File: src/hdl/sketch_fingerprint_accumulator_unit_macros.svh
// Assertion macros shared by the fingerprint accumulator RTL.
// Needs a clock named clk and a synchronous active-high reset named rst in scope.
`ifndef SKETCH_FINGERPRINT_ACCUMULATOR_UNIT_MACROS_SVH
`define SKETCH_FINGERPRINT_ACCUMULATOR_UNIT_MACROS_SVH

// Property that must hold at every clock edge outside reset.
`define SFA_ASSERT_ALWAYS(lbl, expr, msg) \
  lbl: assert property (@(posedge clk) disable iff (rst) (expr)) else $error(msg);

// Same-cycle implication outside reset.
`define SFA_ASSERT_IMPL(lbl, ante, cons, msg) \
  lbl: assert property (@(posedge clk) disable iff (rst) (ante) |-> (cons)) else $error(msg);

`endif

File: src/hdl/sfa_pkg.sv
// Shared types, constants and modular arithmetic helpers for the fingerprint accumulator.
// No dependencies.
`timescale 1ns / 1ps

package sfa_pkg;

  localparam int unsigned ITEM_BITS_DEF = 32;
  localparam int unsigned ITEM_W       = 32;
  localparam int unsigned DATA_W       = 32;
  localparam int unsigned QUEUE_DEPTH_DEF = 2;

  // p = 2^32 - 5
  localparam logic [DATA_W-1:0] FP_PRIME = 32'hFFFF_FFFB;

  localparam logic [1:0] OP_LEVEL   = 2'd0;
  localparam logic [1:0] OP_CHECK   = 2'd1;
  localparam logic [1:0] OP_COMPARE = 2'd2;

  typedef enum logic [1:0] {
    KIND_LEVEL,
    KIND_CHECK,
    KIND_COMPARE,
    KIND_NOP
  } kind_t;

  localparam int unsigned KIND_W = 2;

  typedef enum logic [2:0] {
    S_IDLE,
    S_POW,
    S_PWAIT,
    S_TWAIT,
    S_ACC,
    S_DONE
  } state_t;

  // Fold a 64-bit product mod p using 2^32 == 5 (mod p).
  function automatic logic [DATA_W-1:0] mod_reduce(input logic [63:0] x);
    logic [34:0] t;
    logic [32:0] u;
    logic [32:0] v;
    t = {3'b000, x[63:32]} + {1'b0, x[63:32], 2'b00} + {3'b000, x[31:0]};
    u = {1'b0, t[31:0]} + {28'd0, t[34:32], 2'b00} + {30'd0, t[34:32]};
    v = u - {1'b0, FP_PRIME};
    if (u >= {1'b0, FP_PRIME}) begin
      return v[31:0];
    end
    return u[31:0];
  endfunction

  // Sum of two residues mod p.
  function automatic logic [DATA_W-1:0] add_mod(input logic [DATA_W-1:0] a,
                                                 input logic [DATA_W-1:0] b);
    logic [32:0] s;
    logic [32:0] d;
    s = {1'b0, a} + {1'b0, b};
    d = s - {1'b0, FP_PRIME};
    if (s >= {1'b0, FP_PRIME}) begin
      return d[31:0];
    end
    return s[31:0];
  endfunction

endpackage

File: src/hdl/sfa_front.sv
// Front end: input handshake and item classification into queue entries.
// Depends on sfa_pkg.
`timescale 1ns / 1ps

module sfa_front #(
  parameter int unsigned ITEM_BITS = sfa_pkg::ITEM_BITS_DEF
) (
  input  logic                                  in_valid,
  output logic                                  in_ready,
  input  logic [1:0]                            opcode,
  input  logic [sfa_pkg::ITEM_W-1:0]            item_id,
  input  logic signed [sfa_pkg::DATA_W-1:0]     delta,
  input  logic                                  q_full,
  output logic                                  q_push,
  output logic [sfa_pkg::KIND_W + ((ITEM_BITS < sfa_pkg::ITEM_W) ? ITEM_BITS :
                sfa_pkg::ITEM_W) + sfa_pkg::DATA_W - 1:0] q_entry
);
  import sfa_pkg::*;

  localparam int unsigned EXP_BITS = (ITEM_BITS < ITEM_W) ? ITEM_BITS : ITEM_W;

  kind_t             kind;
  logic [DATA_W-1:0] delta_u;
  logic [DATA_W-1:0] delta_mod;

  assign in_ready = !q_full;
  assign q_push   = in_valid && !q_full;
  assign delta_u  = $unsigned(delta);

  // negative v maps to p - (2^32 - v), which is v - 5 in 32 bits
  assign delta_mod = delta_u[DATA_W-1] ? (delta_u - 32'd5) : delta_u;

  always_comb begin
    case (opcode)
      OP_LEVEL:   kind = (delta_u == '0) ? KIND_NOP : KIND_LEVEL;
      OP_CHECK:   kind = KIND_CHECK;
      OP_COMPARE: kind = KIND_COMPARE;
      default:    kind = KIND_NOP;
    endcase
  end

  assign q_entry = {kind, item_id[EXP_BITS-1:0], delta_mod};

endmodule

File: config.mk
export PLATFORM = sky130hd
export DESIGN_NAME = sfa_front
export DESIGN_NICKNAME = d
export VERILOG_FILES = /design/src/hdl/sketch_fingerprint_accumulator_unit_macros.svh /design/src/hdl/sfa_pkg.sv /design/src/hdl/sfa_front.sv
export SDC_FILE = /design/constraint.sdc
export NUM_CORES = 1
export LEC_CHECK = 0
export BUFFER_PORTS_ARGS = -buffer_cell sky130_fd_sc_hd__buf_2
export CORE_ASPECT_RATIO = 0.75
export CORE_MARGIN = 10
export CORE_UTILIZATION = 34
export DETAILED_ROUTE_END_ITERATION = 10
export PLACE_DENSITY = 0.89
export SLEW_MARGIN = 25
export SYNTH_ARGS = -nofsm -noshare
export SYNTH_HDL_FRONTEND = slang
export SYNTH_SLANG_ARGS = --single-unit
File: constraint.sdc
create_clock -name vclk -period 3.05
set_input_delay 0.4575 -clock vclk [all_inputs]
set_output_delay 0.4575 -clock vclk [all_outputs]
set_load 0.005 [all_outputs]
# Word-level counts from Yosys, hierarchy flattened
# Index checks and enable logic that the tools add are counted.
[classes]
add_sub_neg = 1
eq_ne = 2
n_mux = 3
n_reduce_logical = 4
[op_table]
columns = ["operator", "count"]
rows = [
  ["$logic_not A32 Y1", 1],
  ["$mux W32", 1],
  ["$sub A32 B3 Y32 const B", 1],
  ["$pmux W2 S3", 1],
  ["$eq A2 B1 Y1 const B", 1],
  ["$eq A2 B2 Y1 const B", 1],
  ["$logic_not A2 Y1", 1],
  ["$mux W2", 1],
  ["$logic_and A1 B1 Y1", 1],
  ["$logic_not A1 Y1", 1],
]
[word_totals]
regBits = 0
input_bits = 68
wordCells = 10

# Longest topological paths before layout
[logic_depth]
word_depth = 3
depth_mapped = 6
mapped_depth_nobuf = 5

# Worst setup path after synthesis
# OpenSTA, ideal clock, no wires.
[synth_timing]
path_type = "input to output"
start = "input delta[3] in the netlist's numbering"
end = "output q_entry[18] in the netlist's numbering"
t_arrival_ns = 2.140
path_slack_ns = 0.452
path_stages = 6
n_path_buf = 2
cell_sequence = "or4_4 or4_4 buf_6 buf_12 nor4_2 xor2_1"
[synth_lines]
columns = ["element", "line_no", "text"]
rows = [
  ["start: declaration", "sfa_front.sv:12", "input logic signed [sfa_pkg::DATA_W-1:0] delta,"],
  ["end: declaration", "sfa_front.sv:16", "sfa_pkg::ITEM_W) + sfa_pkg::DATA_W - 1:0] q_entry"],
]

==> results.sh <==
export IMPL_placed_cells=222
export IMPL_fin_cells=222
export IMPL_worstSetupStartpointType="input port"
export IMPL_path_cells="buf_2 -> or4_4 -> or4_4 -> nor4_1 -> xor2_1 -> buf_2"
export IMPL_start_util=0.3616
export IMPL_synth_area_leaders="buf_4 (23%), xor2_1 (22%), nor4_2 (10%), nor4_1 (4.6%), nor3_1 (4.1%)"
export IMPL_drc=0
export IMPL_maxCapViolCount=0
export IMPL_pre_cts_ws_ps=102.9
export IMPL_synthCells=146
export IMPL_synth_compound_area_frac=0.05956
export IMPL_critical_path_arrival_ps=2500
export IMPL_viasPerCell=5.203
export IMPL_synthMuxAreaShare=0
export IMPL_status="finished, final reports clean"
export IMPL_cp_slowest_cell="or4_4"
export IMPL_seq_cells=0
export IMPL_path_buf_inv=2
export IMPL_row_count=17
export IMPL_fin_area_um2=1256
export IMPL_synth_most_common_cell="buf_4"
export IMPL_cp_slowest_stage_delay_ps=630
export IMPL_gr_total_overflow=0
export IMPL_pin_count=136
export IMPL_netlist_area_um2=1092
export IMPL_min_period_ps=2957
export IMPL_clock_fmax_mhz=338.2
export IMPL_synth_top_area_share=0.2268
export IMPL_finalMaxSlewViolations=0
export IMPL_routed_wl_um=3494
export IMPL_antenna_found_initial=0
export IMPL_drtIter0Drc=37
export IMPL_rsz0062_at_grt="yes"
export IMPL_grt_pass1_vias=1171
export IMPL_place_area_um2=1244
export IMPL_hold_path_class="input port to output pin"
export IMPL_crit_fanout=25
export IMPL_ff_latch_area_um2=0
export IMPL_synth_distinct_cells=30
export IMPL_io_buffers=72
export IMPL_antennaDiodeCount=0
export IMPL_die_area_um2=5903
export IMPL_multiInputGateArea_um2=784.5
export IMPL_grtUsageTotal=0.1044
export IMPL_ys_warn_count=0
export IMPL_setup_tns_ps=0
export IMPL_synthAdderAreaFrac=0.01145
export IMPL_synth_top_family_by_area="simple AND/OR/NAND/NOR gates"
export IMPL_p_per_area_nw_per_um2=102.1
export IMPL_coreArea_um2=3020
export IMPL_holdWs_ps=915.0
export IMPL_synthSimpleGateAreaFrac=0.4032
export IMPL_synth_top_area_cell="buf_4"
export IMPL_syn_nets=215
export IMPL_end_kind="output pin"
export IMPL_grt_max_degree=26
export IMPL_area_growth_syn_to_layout_pct=15.01
export IMPL_leakage_uw=0.0005914
export IMPL_vdd_ir_drop_max_uv=32.30
export IMPL_slew_headroom=0.6646
export IMPL_ant_nets=0
export IMPL_synth_xor_area_frac=0.2325
export IMPL_dr_pass1_iters=4
export IMPL_setup_slack_ps=93.40
export IMPL_crit_type="input port to output pin"
export IMPL_nClkBuffers=0
export IMPL_grt_pass1_wl_um=5561
export IMPL_finalCritPeriodShare=0.9694
export IMPL_yosys_top_cells_count="buf_4 (33), xor2_1 (27), nor2_1 (9), nor3_1 (9), nor4_2 (9)"
export IMPL_ys_seq_area_frac=0
export IMPL_die_w_um=85.45
export IMPL_cpLargestDelayFamily="simple AND/OR/NAND/NOR gates"
export IMPL_hpwlAfterDp_um=2949
export IMPL_wl_per_cell_um=15.74
export IMPL_place_gp_congestion=0.8396
export IMPL_finalNetCount=255
export IMPL_worstMarginPinSlew_ps=501.8
export IMPL_drive_gt1_frac=0.5109
export IMPL_fillers=329
export IMPL_die_h_um=69.09
export IMPL_setup_viol=0
export IMPL_hold_viol_final=0
export IMPL_cp_data_required_time_ps=2590
export IMPL_syn_avg_cell_area_um2=7.481
export IMPL_vias=1155
worst paths after layout:
path | start | to | slack (ps) | cells after the start
max | delta[3] | q_entry[29] | 90 | 6
min | item_id[9] | q_entry[41] | 920 | 0
metrics by stage:
step | power [µW] | util
after floorplan | 86.35 | -
after global placement | 127.1 | 0.4118
after detailed placement | 129.4 | 0.4118
after CTS | 129.8 | 0.4118
after global routing | 142.1 | 0.4159
final | 128.3 | 0.4159
what timing repair did:
action / 4_1_cts / 5_1_grt
endpoints found under the setup margin: 0 / 1
resized for setup: 0 / 2
buffers inserted: 0 / 0
hold buffers: 0 / 0
area by class of cell:
class,count,share of cell area
inverters,7,0.02092
multi-input cells,100,0.6245
well taps,38,0.03785
repair buffers,77,0.3167
cells in the final DEF, fill, tap and decap left out, types with 3 or more instances in the layout:
| cell | netlist | layout |
|---|---|---|
| buf_2 | 0 | 72 |
| buf_4 | 33 | 5 |
| inv_1 | 7 | 7 |
| nand2_1 | 3 | 3 |
| nand3_1 | 3 | 3 |
| nand4b_1 | 3 | 3 |
| nor2_1 | 9 | 9 |
| nor2b_1 | 3 | 3 |
| nor3_1 | 9 | 9 |
| nor4_1 | 8 | 6 |
| nor4_2 | 9 | 11 |
| o41ai_1 | 3 | 3 |
| xor2_1 | 27 | 27 |
layer usage:
| metal | track usage | share of wire |
|---|---|---|
| met2 | 0.1650 | 0.45 |
| met4 | 0.009058 | 0.0029 |
| met5 | 0 | 0 |
| met1 | 0.1311 | 0.42 |
| met3 | 0.04567 | 0.13 |
cells by family (layout without fill, tap and decap cells):
group | Yosys count | in the layout
adders and majority gates | 1 | 1
and+or+nand+nor | 60 | 60
xor gates and xnor gates | 29 | 29
AOI/OAI and AO/OA | 10 | 10
buffers and inverters | 46 | 84
power breakdown:
part	switching [µW]	internal, µW	total [µW]
clock network	0	0	0
logic	69.6	58.7	128
registers	0	0	0
(Power assumes the default switching activity.)
