--- config.mk ---
export PLATFORM = sky130hd
export DESIGN_NAME = sfa_queue
export DESIGN_NICKNAME = d
export VERILOG_FILES = /design/src/hdl/sketch_fingerprint_accumulator_unit_macros.svh /design/src/hdl/sfa_pkg.sv /design/src/hdl/sfa_queue.sv
export SDC_FILE = /design/constraint.sdc
export NUM_CORES = 1
export LEC_CHECK = 0
export BUFFER_PORTS_ARGS = -buffer_cell sky130_fd_sc_hd__buf_4
export CAP_MARGIN = 20
export CORE_MARGIN = 2
export CORE_UTILIZATION = 48
export DETAILED_ROUTE_END_ITERATION = 10
export PLACE_DENSITY = 0.74
export SLEW_MARGIN = 20
export SYNTH_ARGS = -nofsm -noshare
export SYNTH_HDL_FRONTEND = slang
export SYNTH_SLANG_ARGS = --single-unit
export TNS_END_PERCENT = 5
--- constraint.sdc ---
create_clock -name clk -period 1.2 [get_ports clk]
set_input_delay 0 -clock clk [delete_from_list [all_inputs] [get_ports clk]]
set_output_delay 0 -clock clk [all_outputs]
set_load 0.02 [all_outputs]
--- src/hdl/sketch_fingerprint_accumulator_unit_macros.svh ---
// Assertion macros shared by the fingerprint accumulator RTL.
// Needs a clock named clk and a synchronous active-high reset named rst in scope.
`ifndef SKETCH_FINGERPRINT_ACCUMULATOR_UNIT_MACROS_SVH
`define SKETCH_FINGERPRINT_ACCUMULATOR_UNIT_MACROS_SVH

// Property that must hold at every clock edge outside reset.
`define SFA_ASSERT_ALWAYS(lbl, expr, msg) \
  lbl: assert property (@(posedge clk) disable iff (rst) (expr)) else $error(msg);

// Same-cycle implication outside reset.
`define SFA_ASSERT_IMPL(lbl, ante, cons, msg) \
  lbl: assert property (@(posedge clk) disable iff (rst) (ante) |-> (cons)) else $error(msg);

`endif

--- src/hdl/sfa_pkg.sv ---
// Shared types, constants and modular arithmetic helpers for the fingerprint accumulator.
// No dependencies.
`timescale 1ns / 1ps

package sfa_pkg;

  localparam int unsigned ITEM_BITS_DEF = 32;
  localparam int unsigned ITEM_W       = 32;
  localparam int unsigned DATA_W       = 32;
  localparam int unsigned QUEUE_DEPTH_DEF = 2;

  // p = 2^32 - 5
  localparam logic [DATA_W-1:0] FP_PRIME = 32'hFFFF_FFFB;

  localparam logic [1:0] OP_LEVEL   = 2'd0;
  localparam logic [1:0] OP_CHECK   = 2'd1;
  localparam logic [1:0] OP_COMPARE = 2'd2;

  typedef enum logic [1:0] {
    KIND_LEVEL,
    KIND_CHECK,
    KIND_COMPARE,
    KIND_NOP
  } kind_t;

  localparam int unsigned KIND_W = 2;

  typedef enum logic [2:0] {
    S_IDLE,
    S_POW,
    S_PWAIT,
    S_TWAIT,
    S_ACC,
    S_DONE
  } state_t;

  // Fold a 64-bit product mod p using 2^32 == 5 (mod p).
  function automatic logic [DATA_W-1:0] mod_reduce(input logic [63:0] x);
    logic [34:0] t;
    logic [32:0] u;
    logic [32:0] v;
    t = {3'b000, x[63:32]} + {1'b0, x[63:32], 2'b00} + {3'b000, x[31:0]};
    u = {1'b0, t[31:0]} + {28'd0, t[34:32], 2'b00} + {30'd0, t[34:32]};
    v = u - {1'b0, FP_PRIME};
    if (u >= {1'b0, FP_PRIME}) begin
      return v[31:0];
    end
    return u[31:0];
  endfunction

  // Sum of two residues mod p.
  function automatic logic [DATA_W-1:0] add_mod(input logic [DATA_W-1:0] a,
                                                 input logic [DATA_W-1:0] b);
    logic [32:0] s;
    logic [32:0] d;
    s = {1'b0, a} + {1'b0, b};
    d = s - {1'b0, FP_PRIME};
    if (s >= {1'b0, FP_PRIME}) begin
      return d[31:0];
    end
    return s[31:0];
  endfunction

endpackage

--- src/hdl/sfa_queue.sv ---
// Small FIFO that decouples the classifier from the exponentiation sequencer.
// Depends on sfa_pkg for the default depth.
`timescale 1ns / 1ps

module sfa_queue #(
  parameter int unsigned WIDTH = 8,
  parameter int unsigned DEPTH = sfa_pkg::QUEUE_DEPTH_DEF
) (
  input  logic             clk,
  input  logic             rst,
  input  logic             push,
  input  logic [WIDTH-1:0] push_data,
  output logic             full,
  input  logic             pop,
  output logic             pop_valid,
  output logic [WIDTH-1:0] pop_data
);

  localparam int unsigned PTR_W = (DEPTH > 1) ? $clog2(DEPTH) : 1;
  localparam int unsigned CNT_W = $clog2(DEPTH + 1);
  localparam logic [PTR_W-1:0] LAST = PTR_W'(DEPTH - 1);

  logic [WIDTH-1:0] slots [DEPTH];
  logic [PTR_W-1:0] wr_ptr;
  logic [PTR_W-1:0] rd_ptr;
  logic [CNT_W-1:0] count;

  assign full      = (count == CNT_W'(DEPTH));
  assign pop_valid = (count != '0);
  assign pop_data  = slots[rd_ptr];

  always_ff @(posedge clk) begin
    if (push) begin
      slots[wr_ptr] <= push_data;
    end
  end

  always_ff @(posedge clk) begin
    if (rst) begin
      wr_ptr <= '0;
      rd_ptr <= '0;
      count  <= '0;
    end else begin
      if (push) begin
        wr_ptr <= (wr_ptr == LAST) ? '0 : wr_ptr + 1'b1;
      end
      if (pop) begin
        rd_ptr <= (rd_ptr == LAST) ? '0 : rd_ptr + 1'b1;
      end
      if (push && !pop) begin
        count <= count + 1'b1;
      end else if (pop && !push) begin
        count <= count - 1'b1;
      end
    end
  end

endmodule

* After elaboration in Yosys (flattened, before gate mapping)
Memories as Yosys holds them, arrays and structs flattened. A register that Yosys moved wholly into a read port is not among the register bits. Index checks and enable logic that the tools add are counted.
Word-level totals: flip-flop bits (word level) 4, RAM bits 16, input port bits 12, logic and storage cells 23, memories 1
Memories:
- slots | words 2, bits a word 8, rd ports 1, clocked after Yosys merged registers in 1, write ports 1, RTL line sfa_queue.sv:23 | logic [WIDTH-1:0] slots [DEPTH];
Operators by class: add/sub/neg operators 4, eq/ne operators 1, muxes and demuxes 8, reductions and logical operators 6
Operator list (number):
- two-way mux 1 bit | 6
- two-way mux 2 bit | 2
- nonzero test 2 bit | 2
- adder 1 bit (second input constant) | 2
- adder 2 x 1 -> 2 bit (second input constant) | 1
- equality test 2 bit (second input constant) | 1
- logical AND 1 bit | 2
- zero test 1 bit | 2
- subtractor 2 x 1 -> 2 bit (second input constant) | 1

* Logic depth before layout (Yosys ltp)
Gate-level depths: netlist (run 1).
depth after elaboration 4, mapped depth 5, mapped depth without buffers 5

* Least setup slack after synthesis (run 1)
Ideal clock, no wire load.
path type reg-to-reg, start point register wr_ptr, end point memory slots[0][0] (enable), setup time 0.373 ns, arrival 0.715 ns, data required time 0.827 ns, slack 0.112 ns, stages on the path, launching flop included 2, path through dfxtp_1 nor2b_1
RTL lines:
- from (decl) | RTL line sfa_queue.sv:24 | logic [PTR_W-1:0] wr_ptr;
- from (signal assigned) | RTL line sfa_queue.sv:45 | wr_ptr <= (wr_ptr == LAST) ? '0 : wr_ptr + 1'b1;
- to (decl) | RTL line sfa_queue.sv:23
No word-level cell before the write port.

==> results.sh, run 1 <==
export IMPL_clock_sinks=21
export IMPL_reg2regPathDepth=1
export IMPL_grt_util_all_layers_pct=13.9
export IMPL_root_buffer="clkbuf_4"
export IMPL_met3_length_um=56
export IMPL_p_leak_nw=0.490
export IMPL_crit_path_end="pop_data[4]"
export IMPL_finClkSkew_ps=4.74
export IMPL_place_congestion=0.758
export IMPL_period_share_pct=98.8
export IMPL_final_hold_viol_count=0
export IMPL_power_density_nw_per_um2=1300
export IMPL_tns_ps=0
export IMPL_coreArea_um2=1520
export IMPL_clk_path_buf_depth=2
export IMPL_final_cell_mix="edfxtp_1 (16), buf_4 (15), dlygate4sd3_1 (11)"
export IMPL_cts_made_buffers=3
export IMPL_reg2reg_slack_ps=120
export IMPL_seq_area_frac_synth_pct=73.9
export IMPL_wl_um=1220
export IMPL_grt_setup_unrepaired="yes"
export IMPL_fin_crit_ps=1190
export IMPL_final_max_slew_viol_count=0
export IMPL_pwr_share_clk_pct=20.5
export IMPL_ios=22
export IMPL_n_antenna_cell=0
export IMPL_post_route_drc_count=0
export IMPL_fp_dieW_um=44.5
export IMPL_htreeDepth=1
export IMPL_drv_cap=0
export IMPL_p_sw_share_pct=23.4
export IMPL_fillers=96
export IMPL_yosysWarnings=0
export IMPL_r2r_start="wr_ptr"
export IMPL_tightest_slew_ps=391
export IMPL_fin_area_um2=1170
export IMPL_synth_cell_types=16
export IMPL_grt_first_pass_wirelength_um=1960
export IMPL_synthesis_nets=60
export IMPL_fin_util_pct=77.0
export IMPL_slew_headroom_pct=74.0
export IMPL_fin_nets=98
export IMPL_routed_top_layer="met4"
export IMPL_antenna_found_initial=0
export IMPL_clk_latency_ps=290
export IMPL_wl_met1_um=531
export IMPL_core_rowCount=14
export IMPL_outcome="finished clean"
export IMPL_crit_fanout=8
export IMPL_grt_overflow=0
export IMPL_wl_met2_um=618
export IMPL_hp_class="in2reg"
export IMPL_synthTopCellsByArea="edfxtp_1 (61%), dfxtp_1 (13%), mux2_2 (11%)"
export IMPL_port_buffers=21
export IMPL_synth_top_cell_by_area="edfxtp_1"
export IMPL_hpwlAfterDp_um=821
export IMPL_grt_max_degree=12
export IMPL_dieArea_um2=1980
export IMPL_syn_avg_cell_area_um2=16.7
export IMPL_ant_nets=0
export IMPL_required_ps=1200
export IMPL_arrival_ps=1190
export IMPL_syn2layout_area_growth_pct=49.4
export IMPL_cp_end_kind="primary output"
export IMPL_drive_gt1_share_pct=44.0
export IMPL_timing_rr_end="slots[1][1]"
export IMPL_wl_per_cell_um=12.2
export IMPL_clk_pin_slew_worst_paths_ps=100
export IMPL_drtIter0Drc=5
export IMPL_drtPass1Iterations=3
export IMPL_final_common_cell="edfxtp_1"
export IMPL_switchingPower_mw=0.358
export IMPL_internal_power_mw=1.17
export IMPL_peakVddDrop_mv=0.787
export IMPL_cts_tree="yes"
export IMPL_clock_fmax_mhz=843
export IMPL_sequentialPowerShare_pct=57.3
export IMPL_place_area_um2=973
export IMPL_grt_pass1_vias=480
export IMPL_viasPerCell=4.77
export IMPL_synth_top_area_share_pct=61.1
export IMPL_critPathLaunchType="register"
export IMPL_syn_inst=47
export IMPL_setup_viol=0
export IMPL_start_util_pct=51.6
export IMPL_regArea_um2=584
export IMPL_die_h_um=44.5
export IMPL_multiInputGateArea_um2=226
export IMPL_combPwrFrac_pct=22.3
export IMPL_vias=477
export IMPL_synth_area_um2=786
export IMPL_post_cts_buffers=0
export IMPL_path_class="reg2out"
export IMPL_synth_ff_latch_count=21
[routing by layer]
| metal | global-route usage, % | vias to the layer above |
|---|---|---|
| li1 | - | 242 |
| met3 | 2.45 | 2 |
| met2 | 24.1 | 10 |
| met4 | 7.27 | 0 |
| met5 | 0 | - |
| met1 | 16.2 | 223 |
[sequential cells by signal, indices dropped and copies added, names as in the netlist, named ones only]
register,count
rd_ptr,1
wr_ptr,1
slots,16
count,2
[cells by family (layout without fill, tap and decap cells)]
family / count (synthesis) / count (layout) / share of synthesized area [%]
flip-flops: 21 / 21 / 73.9
AND/OR/NAND/NOR: 9 / 9 / 6.21
multiplexers: 8 / 8 / 11.5
XOR/XNOR: 4 / 4 / 4.46
AO/OA/AOI/OAI: 2 / 2 / 1.27
buffers and inverters: 2 / 39 / 1.11
adder cells (fa/ha/maj): 1 / 1 / 1.59
[synth_stat cells]
library cell  instances
or2_2                 1
or3_1                 1
a21oi_1               1
and2b_2               1
nor2b_1               1
nor2_1                4
o21ai_0               1
edfxtp_1             16
xor2_1                2
xnor2_1               2
buf_2                 1
mux2_2                8
dfxtp_1               5
ha_1                  1
inv_1                 1
and2_1                1
[power groups by stage]
stage | logic, mW | registers, mW | clock network, mW
final | 0.341 | 0.876 | 0.313
after global routing | 0.365 | 0.883 | 0.350
after CTS | 0.302 | 0.870 | 0.328
after detailed placement | 0.273 | 0.887 | 0
after global placement | 0.268 | 0.884 | 0
after floorplan | 0.165 | 0.871 | 0
[metrics by stage]
stage | power (mW) | hold WS, ps | setup slack, ps | std cells
after floorplan | 1.04 | 69.1 | 112 | 47
after global placement | 1.15 | 185 | 135 | 85
after detailed placement | 1.16 | 188 | 113 | 85
after CTS | 1.50 | 153 | -29.5 | 100
after global routing | 1.60 | 163 | -27.5 | 100
final | 1.53 | 162 | 13.9 | 100
[how the worst min path moves through the flow]
| stage | from | end | slack (ps) | cells after the start |
|---|---|---|---|---|
| 2_1_floorplan | rst | count[1] | 70 | 1 |
| 3_3_place_gp | push_data[2] | slots[0][2] | 180 | 1 |
| 3_5_place_dp | push_data[5] | slots[1][5] | 190 | 1 |
| 4_1_cts | push | count[0] | 150 | 4 |
| 5_1_grt | push | count[0] | 160 | 4 |
| 6_report | push | count[0] | 160 | 4 |
[layout make-up]
class	instances	share of cell area, %
timing repair buffer	34	26.7
tap	16	1.71
sequential	21	49.8
multi-input combinational	24	19.3
inverter	1	0.320
clock buffer	4	2.24
[worst max-delay path: stages (launching register included)]
cell,delay (ps)
dfxtp_4,450
mux2_4,320
buf_6,130
[what timing repair did]
action / CTS / global route
cloned: 0 / 0
resized for setup: 2 / 16
pin swaps: 0 / 0
hold buffers: 11 / 0
setup endpoints to repair: 8 / 8
hold endpoints to repair: 21 / 0
(Power assumes the default switching activity.)
==> inputs of run 2 (changes only) <==
--- a/config.mk
+++ b/config.mk
@@ -11,6 +11,8 @@
 export CORE_UTILIZATION = 48
 export DETAILED_ROUTE_END_ITERATION = 10
 export PLACE_DENSITY = 0.74
+export REMOVE_ABC_BUFFERS = 1
+export SKIP_CTS_REPAIR_TIMING = 1
 export SLEW_MARGIN = 20
 export SYNTH_ARGS = -nofsm -noshare
 export SYNTH_HDL_FRONTEND = slang
==> constraint.sdc (replaced) <==
create_clock -name clk -period 1.2 [get_ports clk]
set_input_delay 0.18 -clock clk [delete_from_list [all_inputs] [get_ports clk]]
set_output_delay 0.18 -clock clk [all_outputs]
set_load 0.02 [all_outputs]
==> results.sh, run 2 (synthesis results as in run 1) <==
export IMPL_largest_reg_flops=16
export IMPL_wl_um=1160
export IMPL_grt_max_degree=13
export IMPL_multiInputGateArea_um2=229
export IMPL_post_route_drc_count=0
export IMPL_ios=22
export IMPL_crit_fanout=5
export IMPL_critPathLaunchType="register"
export IMPL_power_density_nw_per_um2=1390
export IMPL_vias=438
export IMPL_place_congestion=0.621
export IMPL_drv_cap=0
export IMPL_ant_nets=0
export IMPL_clk_pin_slew_worst_paths_ps=110
export IMPL_hold_ws_ps=60.2
export IMPL_top_regs="slots x16, count x2"
export IMPL_fin_nets=90
export IMPL_viasPerCell=4.76
export IMPL_drtPass1Iterations=4
export IMPL_clock_sinks=21
export IMPL_cts_tree="yes"
export IMPL_regMostFlops="slots"
export IMPL_outcome="complete, but fails checks"
export IMPL_final_cell_count_no_fill=92
export IMPL_required_ps=1020
export IMPL_fp_dieW_um=44.5
export IMPL_hp_class="in2reg"
export IMPL_syn2layout_area_growth_pct=42.5
export IMPL_grt_pass1_vias=422
export IMPL_crit_family="flip-flops"
export IMPL_cts_made_buffers=3
export IMPL_drtIter0Drc=6
export IMPL_finClkSkew_ps=5.30
export IMPL_fin_area_um2=1120
export IMPL_violations="negative setup slack"
export IMPL_path_class="reg2out"
export IMPL_dp_cells=88
export IMPL_peakVddDrop_mv=1.00
export IMPL_path_common_cell="buf_6"
export IMPL_fillers=103
export IMPL_regArea_um2=587
export IMPL_clock_fmax_mhz=714
export IMPL_period_share_pct=117
export IMPL_htreeDepth=1
export IMPL_port_buffers=21
export IMPL_final_hold_viol_count=0
export IMPL_grt_first_pass_wirelength_um=1720
export IMPL_tns_ps=-1490
export IMPL_fin_util_pct=73.5
export IMPL_p_leak_nw=0.470
export IMPL_critPathMaxStageDelay_ps=360
export IMPL_drive_gt1_share_pct=56.6
export IMPL_setup_viol=8
export IMPL_grt_util_all_layers_pct=12.2
export IMPL_path_cells="buf_6, mux2_4, buf_6"
export IMPL_final_common_cell="edfxtp_1"
export IMPL_tightest_slew_ps=177
export IMPL_hpwlAfterDp_um=827
export IMPL_place_area_um2=1010
export IMPL_cp_slowest_cell="dfxtp_2"
export IMPL_cp_end_kind="primary output"
export IMPL_final_max_slew_viol_count=0
export IMPL_root_buffer="clkbuf_4"
export IMPL_grt_overflow=0
export IMPL_coreArea_um2=1520
export IMPL_start_util_pct=51.6
export IMPL_core_rowCount=14
export IMPL_dieArea_um2=1980
export IMPL_grt_setup_unrepaired="yes"
export IMPL_fin_crit_ps=1400
export IMPL_arrival_ps=1220
export IMPL_antenna_found_initial=0
export IMPL_wl_per_cell_um=12.6
export IMPL_fin_ws_ps=-201
export IMPL_final_cell_mix="edfxtp_1 (16), buf_4 (13), buf_6 (12)"
export IMPL_crit_buf_inv=2
export IMPL_clk_latency_ps=290
export IMPL_die_h_um=44.5
export IMPL_clk_path_buf_depth=2
export IMPL_slew_headroom_pct=88.1
export IMPL_n_antenna_cell=0
## run 2: cell type report
class | instances | area share, %
Sequential cell | 21 | 52.4
Timing Repair Buffer | 26 | 22.6
Multi-Input combinational cell | 24 | 20.4
Clock buffer | 3 | 2.01
Tap cell | 16 | 1.79
Clock inverter | 1 | 0.447
Inverter | 1 | 0.335
## run 2: worst paths after layout
path / from / to / slack (ps) / cells after the start
hold / removal: push_data[0] / slots[0][0] / 60 / 1
setup / recovery: register / pop_data[1] / -200 / 3
setup reg to reg: count[0] / count[1] / 160 / 3
hold reg to reg: count[1] / count[1] / 500 / 2
## run 2: where the power goes
group / leakage [nW] / switching (mW) / internal (mW) / total (mW)
Clock: 0.0177 / 0.199 / 0.124 / 0.323
Sequential: 0.193 / 0.0249 / 0.843 / 0.868
Combinational: 0.259 / 0.151 / 0.213 / 0.364
## run 2: stage by stage
step | worst slack (ps) | total power, mW
after global placement | 62.4 | 1.17
after CTS | -270 | 1.50
after floorplan | 112 | 1.03
after global routing | -255 | 1.64
after detailed placement | 19.6 | 1.18
final | -201 | 1.55
## run 2: per-layer routing
| layer | part of all wire [%] | wire length [µm] | vias to the layer above | GRT usage [%] |
|---|---|---|---|---|
| met1 | 44 | 514 | 196 | 15.3 |
| met3 | 5.3 | 61 | 0 | 4.08 |
| met4 | 0 | 0 | 0 | 1.82 |
| met2 | 50 | 585 | 15 | 20.9 |
| li1 | - | - | 227 | - |
| met5 | 0 | 0 | - | 0 |
## run 2: worst register-to-register path, delay by kind of cell (launching register included)
kind             cells  cell delay (ps)
XOR/XNOR             1              160
AO/OA/AOI/OAI        1              150
flip-flops           1              370
AND/OR/NAND/NOR      1              300
==> inputs of run 3 (changes only) <==
--- a/config.mk
+++ b/config.mk
@@ -10,7 +10,7 @@
 export CORE_MARGIN = 2
 export CORE_UTILIZATION = 48
 export DETAILED_ROUTE_END_ITERATION = 10
-export PLACE_DENSITY = 0.74
+export PLACE_DENSITY_LB_ADDON = 0.25
 export REMOVE_ABC_BUFFERS = 1
 export SKIP_CTS_REPAIR_TIMING = 1
 export SLEW_MARGIN = 20
==> results.sh, run 3 (synthesis results as in run 1) <==
export IMPL_arrival_ps=1200
export IMPL_clock_sinks=21
export IMPL_p_leak_nw=0.470
export IMPL_antenna_found_initial=0
export IMPL_finalPower_mw=1.55
export IMPL_path_cells="buf_6, mux2_4, buf_6"
export IMPL_hp_class="in2reg"
export IMPL_finClkSkew_ps=0.563
export IMPL_tns_ps=-1410
export IMPL_ant_nets=0
export IMPL_drtPass1Iterations=4
export IMPL_final_common_cell="edfxtp_1"
export IMPL_reg2reg_slack_ps=170
export IMPL_r2r_start="count[0]"
export IMPL_die_h_um=44.5
export IMPL_tightest_slew_ps=178
export IMPL_n_antenna_cell=0
export IMPL_cp_end_kind="primary output"
export IMPL_grt_setup_unrepaired="yes"
export IMPL_port_buffers=21
export IMPL_dieArea_um2=1980
export IMPL_regMostFlops="slots"
export IMPL_fp_dieW_um=44.5
export IMPL_hold_ws_ps=58.2
export IMPL_htreeDepth=1
export IMPL_wl_per_cell_um=12.5
export IMPL_power_density_nw_per_um2=1390
export IMPL_root_buffer="clkbuf_4"
export IMPL_grt_max_degree=13
export IMPL_dp_slack_ps=31.4
export IMPL_grt_pass1_vias=464
export IMPL_top_regs="slots x16, count x2"
export IMPL_violations="negative setup slack"
export IMPL_final_max_slew_viol_count=0
export IMPL_cts_made_buffers=3
export IMPL_syn2layout_area_growth_pct=42.5
export IMPL_setup_viol=8
export IMPL_timing_rr_end="count[1]"
export IMPL_wl_um=1150
export IMPL_clk_path_buf_depth=2
export IMPL_clk_latency_ps=290
export IMPL_final_hold_viol_count=0
export IMPL_drv_cap=0
export IMPL_start_util_pct=51.6
export IMPL_post_route_drc_count=0
export IMPL_coreArea_um2=1520
export IMPL_viasPerCell=4.90
export IMPL_clk_pin_slew_worst_paths_ps=110
export IMPL_dp_cells=88
export IMPL_vias=451
export IMPL_grt_overflow=0
export IMPL_grt_first_pass_wirelength_um=1840
export IMPL_largest_reg_flops=16
export IMPL_hpwlAfterDp_um=857
export IMPL_cp_slowest_cell="dfxtp_2"
export IMPL_peakVddDrop_mv=0.905
export IMPL_crit_fanout=4
export IMPL_cts_tree="yes"
export IMPL_fin_ws_ps=-179
export IMPL_drive_gt1_share_pct=56.6
export IMPL_outcome="complete, but fails checks"
export IMPL_critPathLaunchType="register"
export IMPL_drtIter0Drc=1
export IMPL_ios=22
export IMPL_fin_nets=90
export IMPL_required_ps=1020
export IMPL_core_rowCount=14
export IMPL_path_class="reg2out"
export IMPL_grt_util_all_layers_pct=13.2
export IMPL_period_share_pct=115
export IMPL_path_common_cell="buf_6"
export IMPL_place_congestion=0.649
export IMPL_critPathMaxStageDelay_ps=360
export IMPL_final_cell_mix="edfxtp_1 (16), buf_4 (13), buf_6 (12)"
export IMPL_clock_fmax_mhz=725
export IMPL_crit_path_end="pop_data[4]"
export IMPL_fin_crit_ps=1380
export IMPL_reg2regPathDepth=3
export IMPL_final_cell_count_no_fill=92
export IMPL_slew_headroom_pct=88.0
==> run 3: how the worst min path moves through the flow <==
stage / from / to / cells past startpoint
2_1_floorplan: rst / count[1] / 1
3_3_place_gp: push_data[3] / slots[0][3] / 1
3_5_place_dp: push_data[2] / slots[1][2] / 1
4_1_cts: push_data[2] / slots[0][2] / 1
5_1_grt: rst / count[0] / 2
6_report: rst / count[0] / 2
==> run 3: final cells by class <==
cell class,instances,area (µm²)
clock buffers,3,22.5
fillers,93,404
flip-flops and latches,21,587
well taps,16,20.0
repair buffers,26,253
multi-input cells,24,229
inverters,1,3.75
clock inverters,1,5.00
==> run 3: per-layer routing <==
| layer | global-route usage (%) | share of wire (%) | vias to the layer above |
|---|---|---|---|
| met4 | 7.27 | 0 | 0 |
| met3 | 2.45 | 4.8 | 0 |
| met1 | 14.0 | 42 | 205 |
| met5 | 0 | 0 | - |
| li1 | - | - | 229 |
| met2 | 24.1 | 53 | 17 |
==> run 3: worst max-delay path: cells and delay by family (launching register included) <==
family	cells	cell delay [ps]
muxes	1	300
buffers and inverters	2	250
DFF	1	360
==> run 3: stage by stage <==
step	instance area, µm²	utilization [%]
detailed placement	1010	66.2
global placement	1010	66.2
global route	1120	73.5
finish	1120	73.5
floorplan	781	-
CTS	1040	68.0
==> run 3: report_power, final <==
part	total [mW]	internal (mW)	switching, mW	leakage [nW]
logic	0.363	0.213	0.150	0.259
registers	0.868	0.843	0.0250	0.193
clock network	0.323	0.124	0.199	0.0177
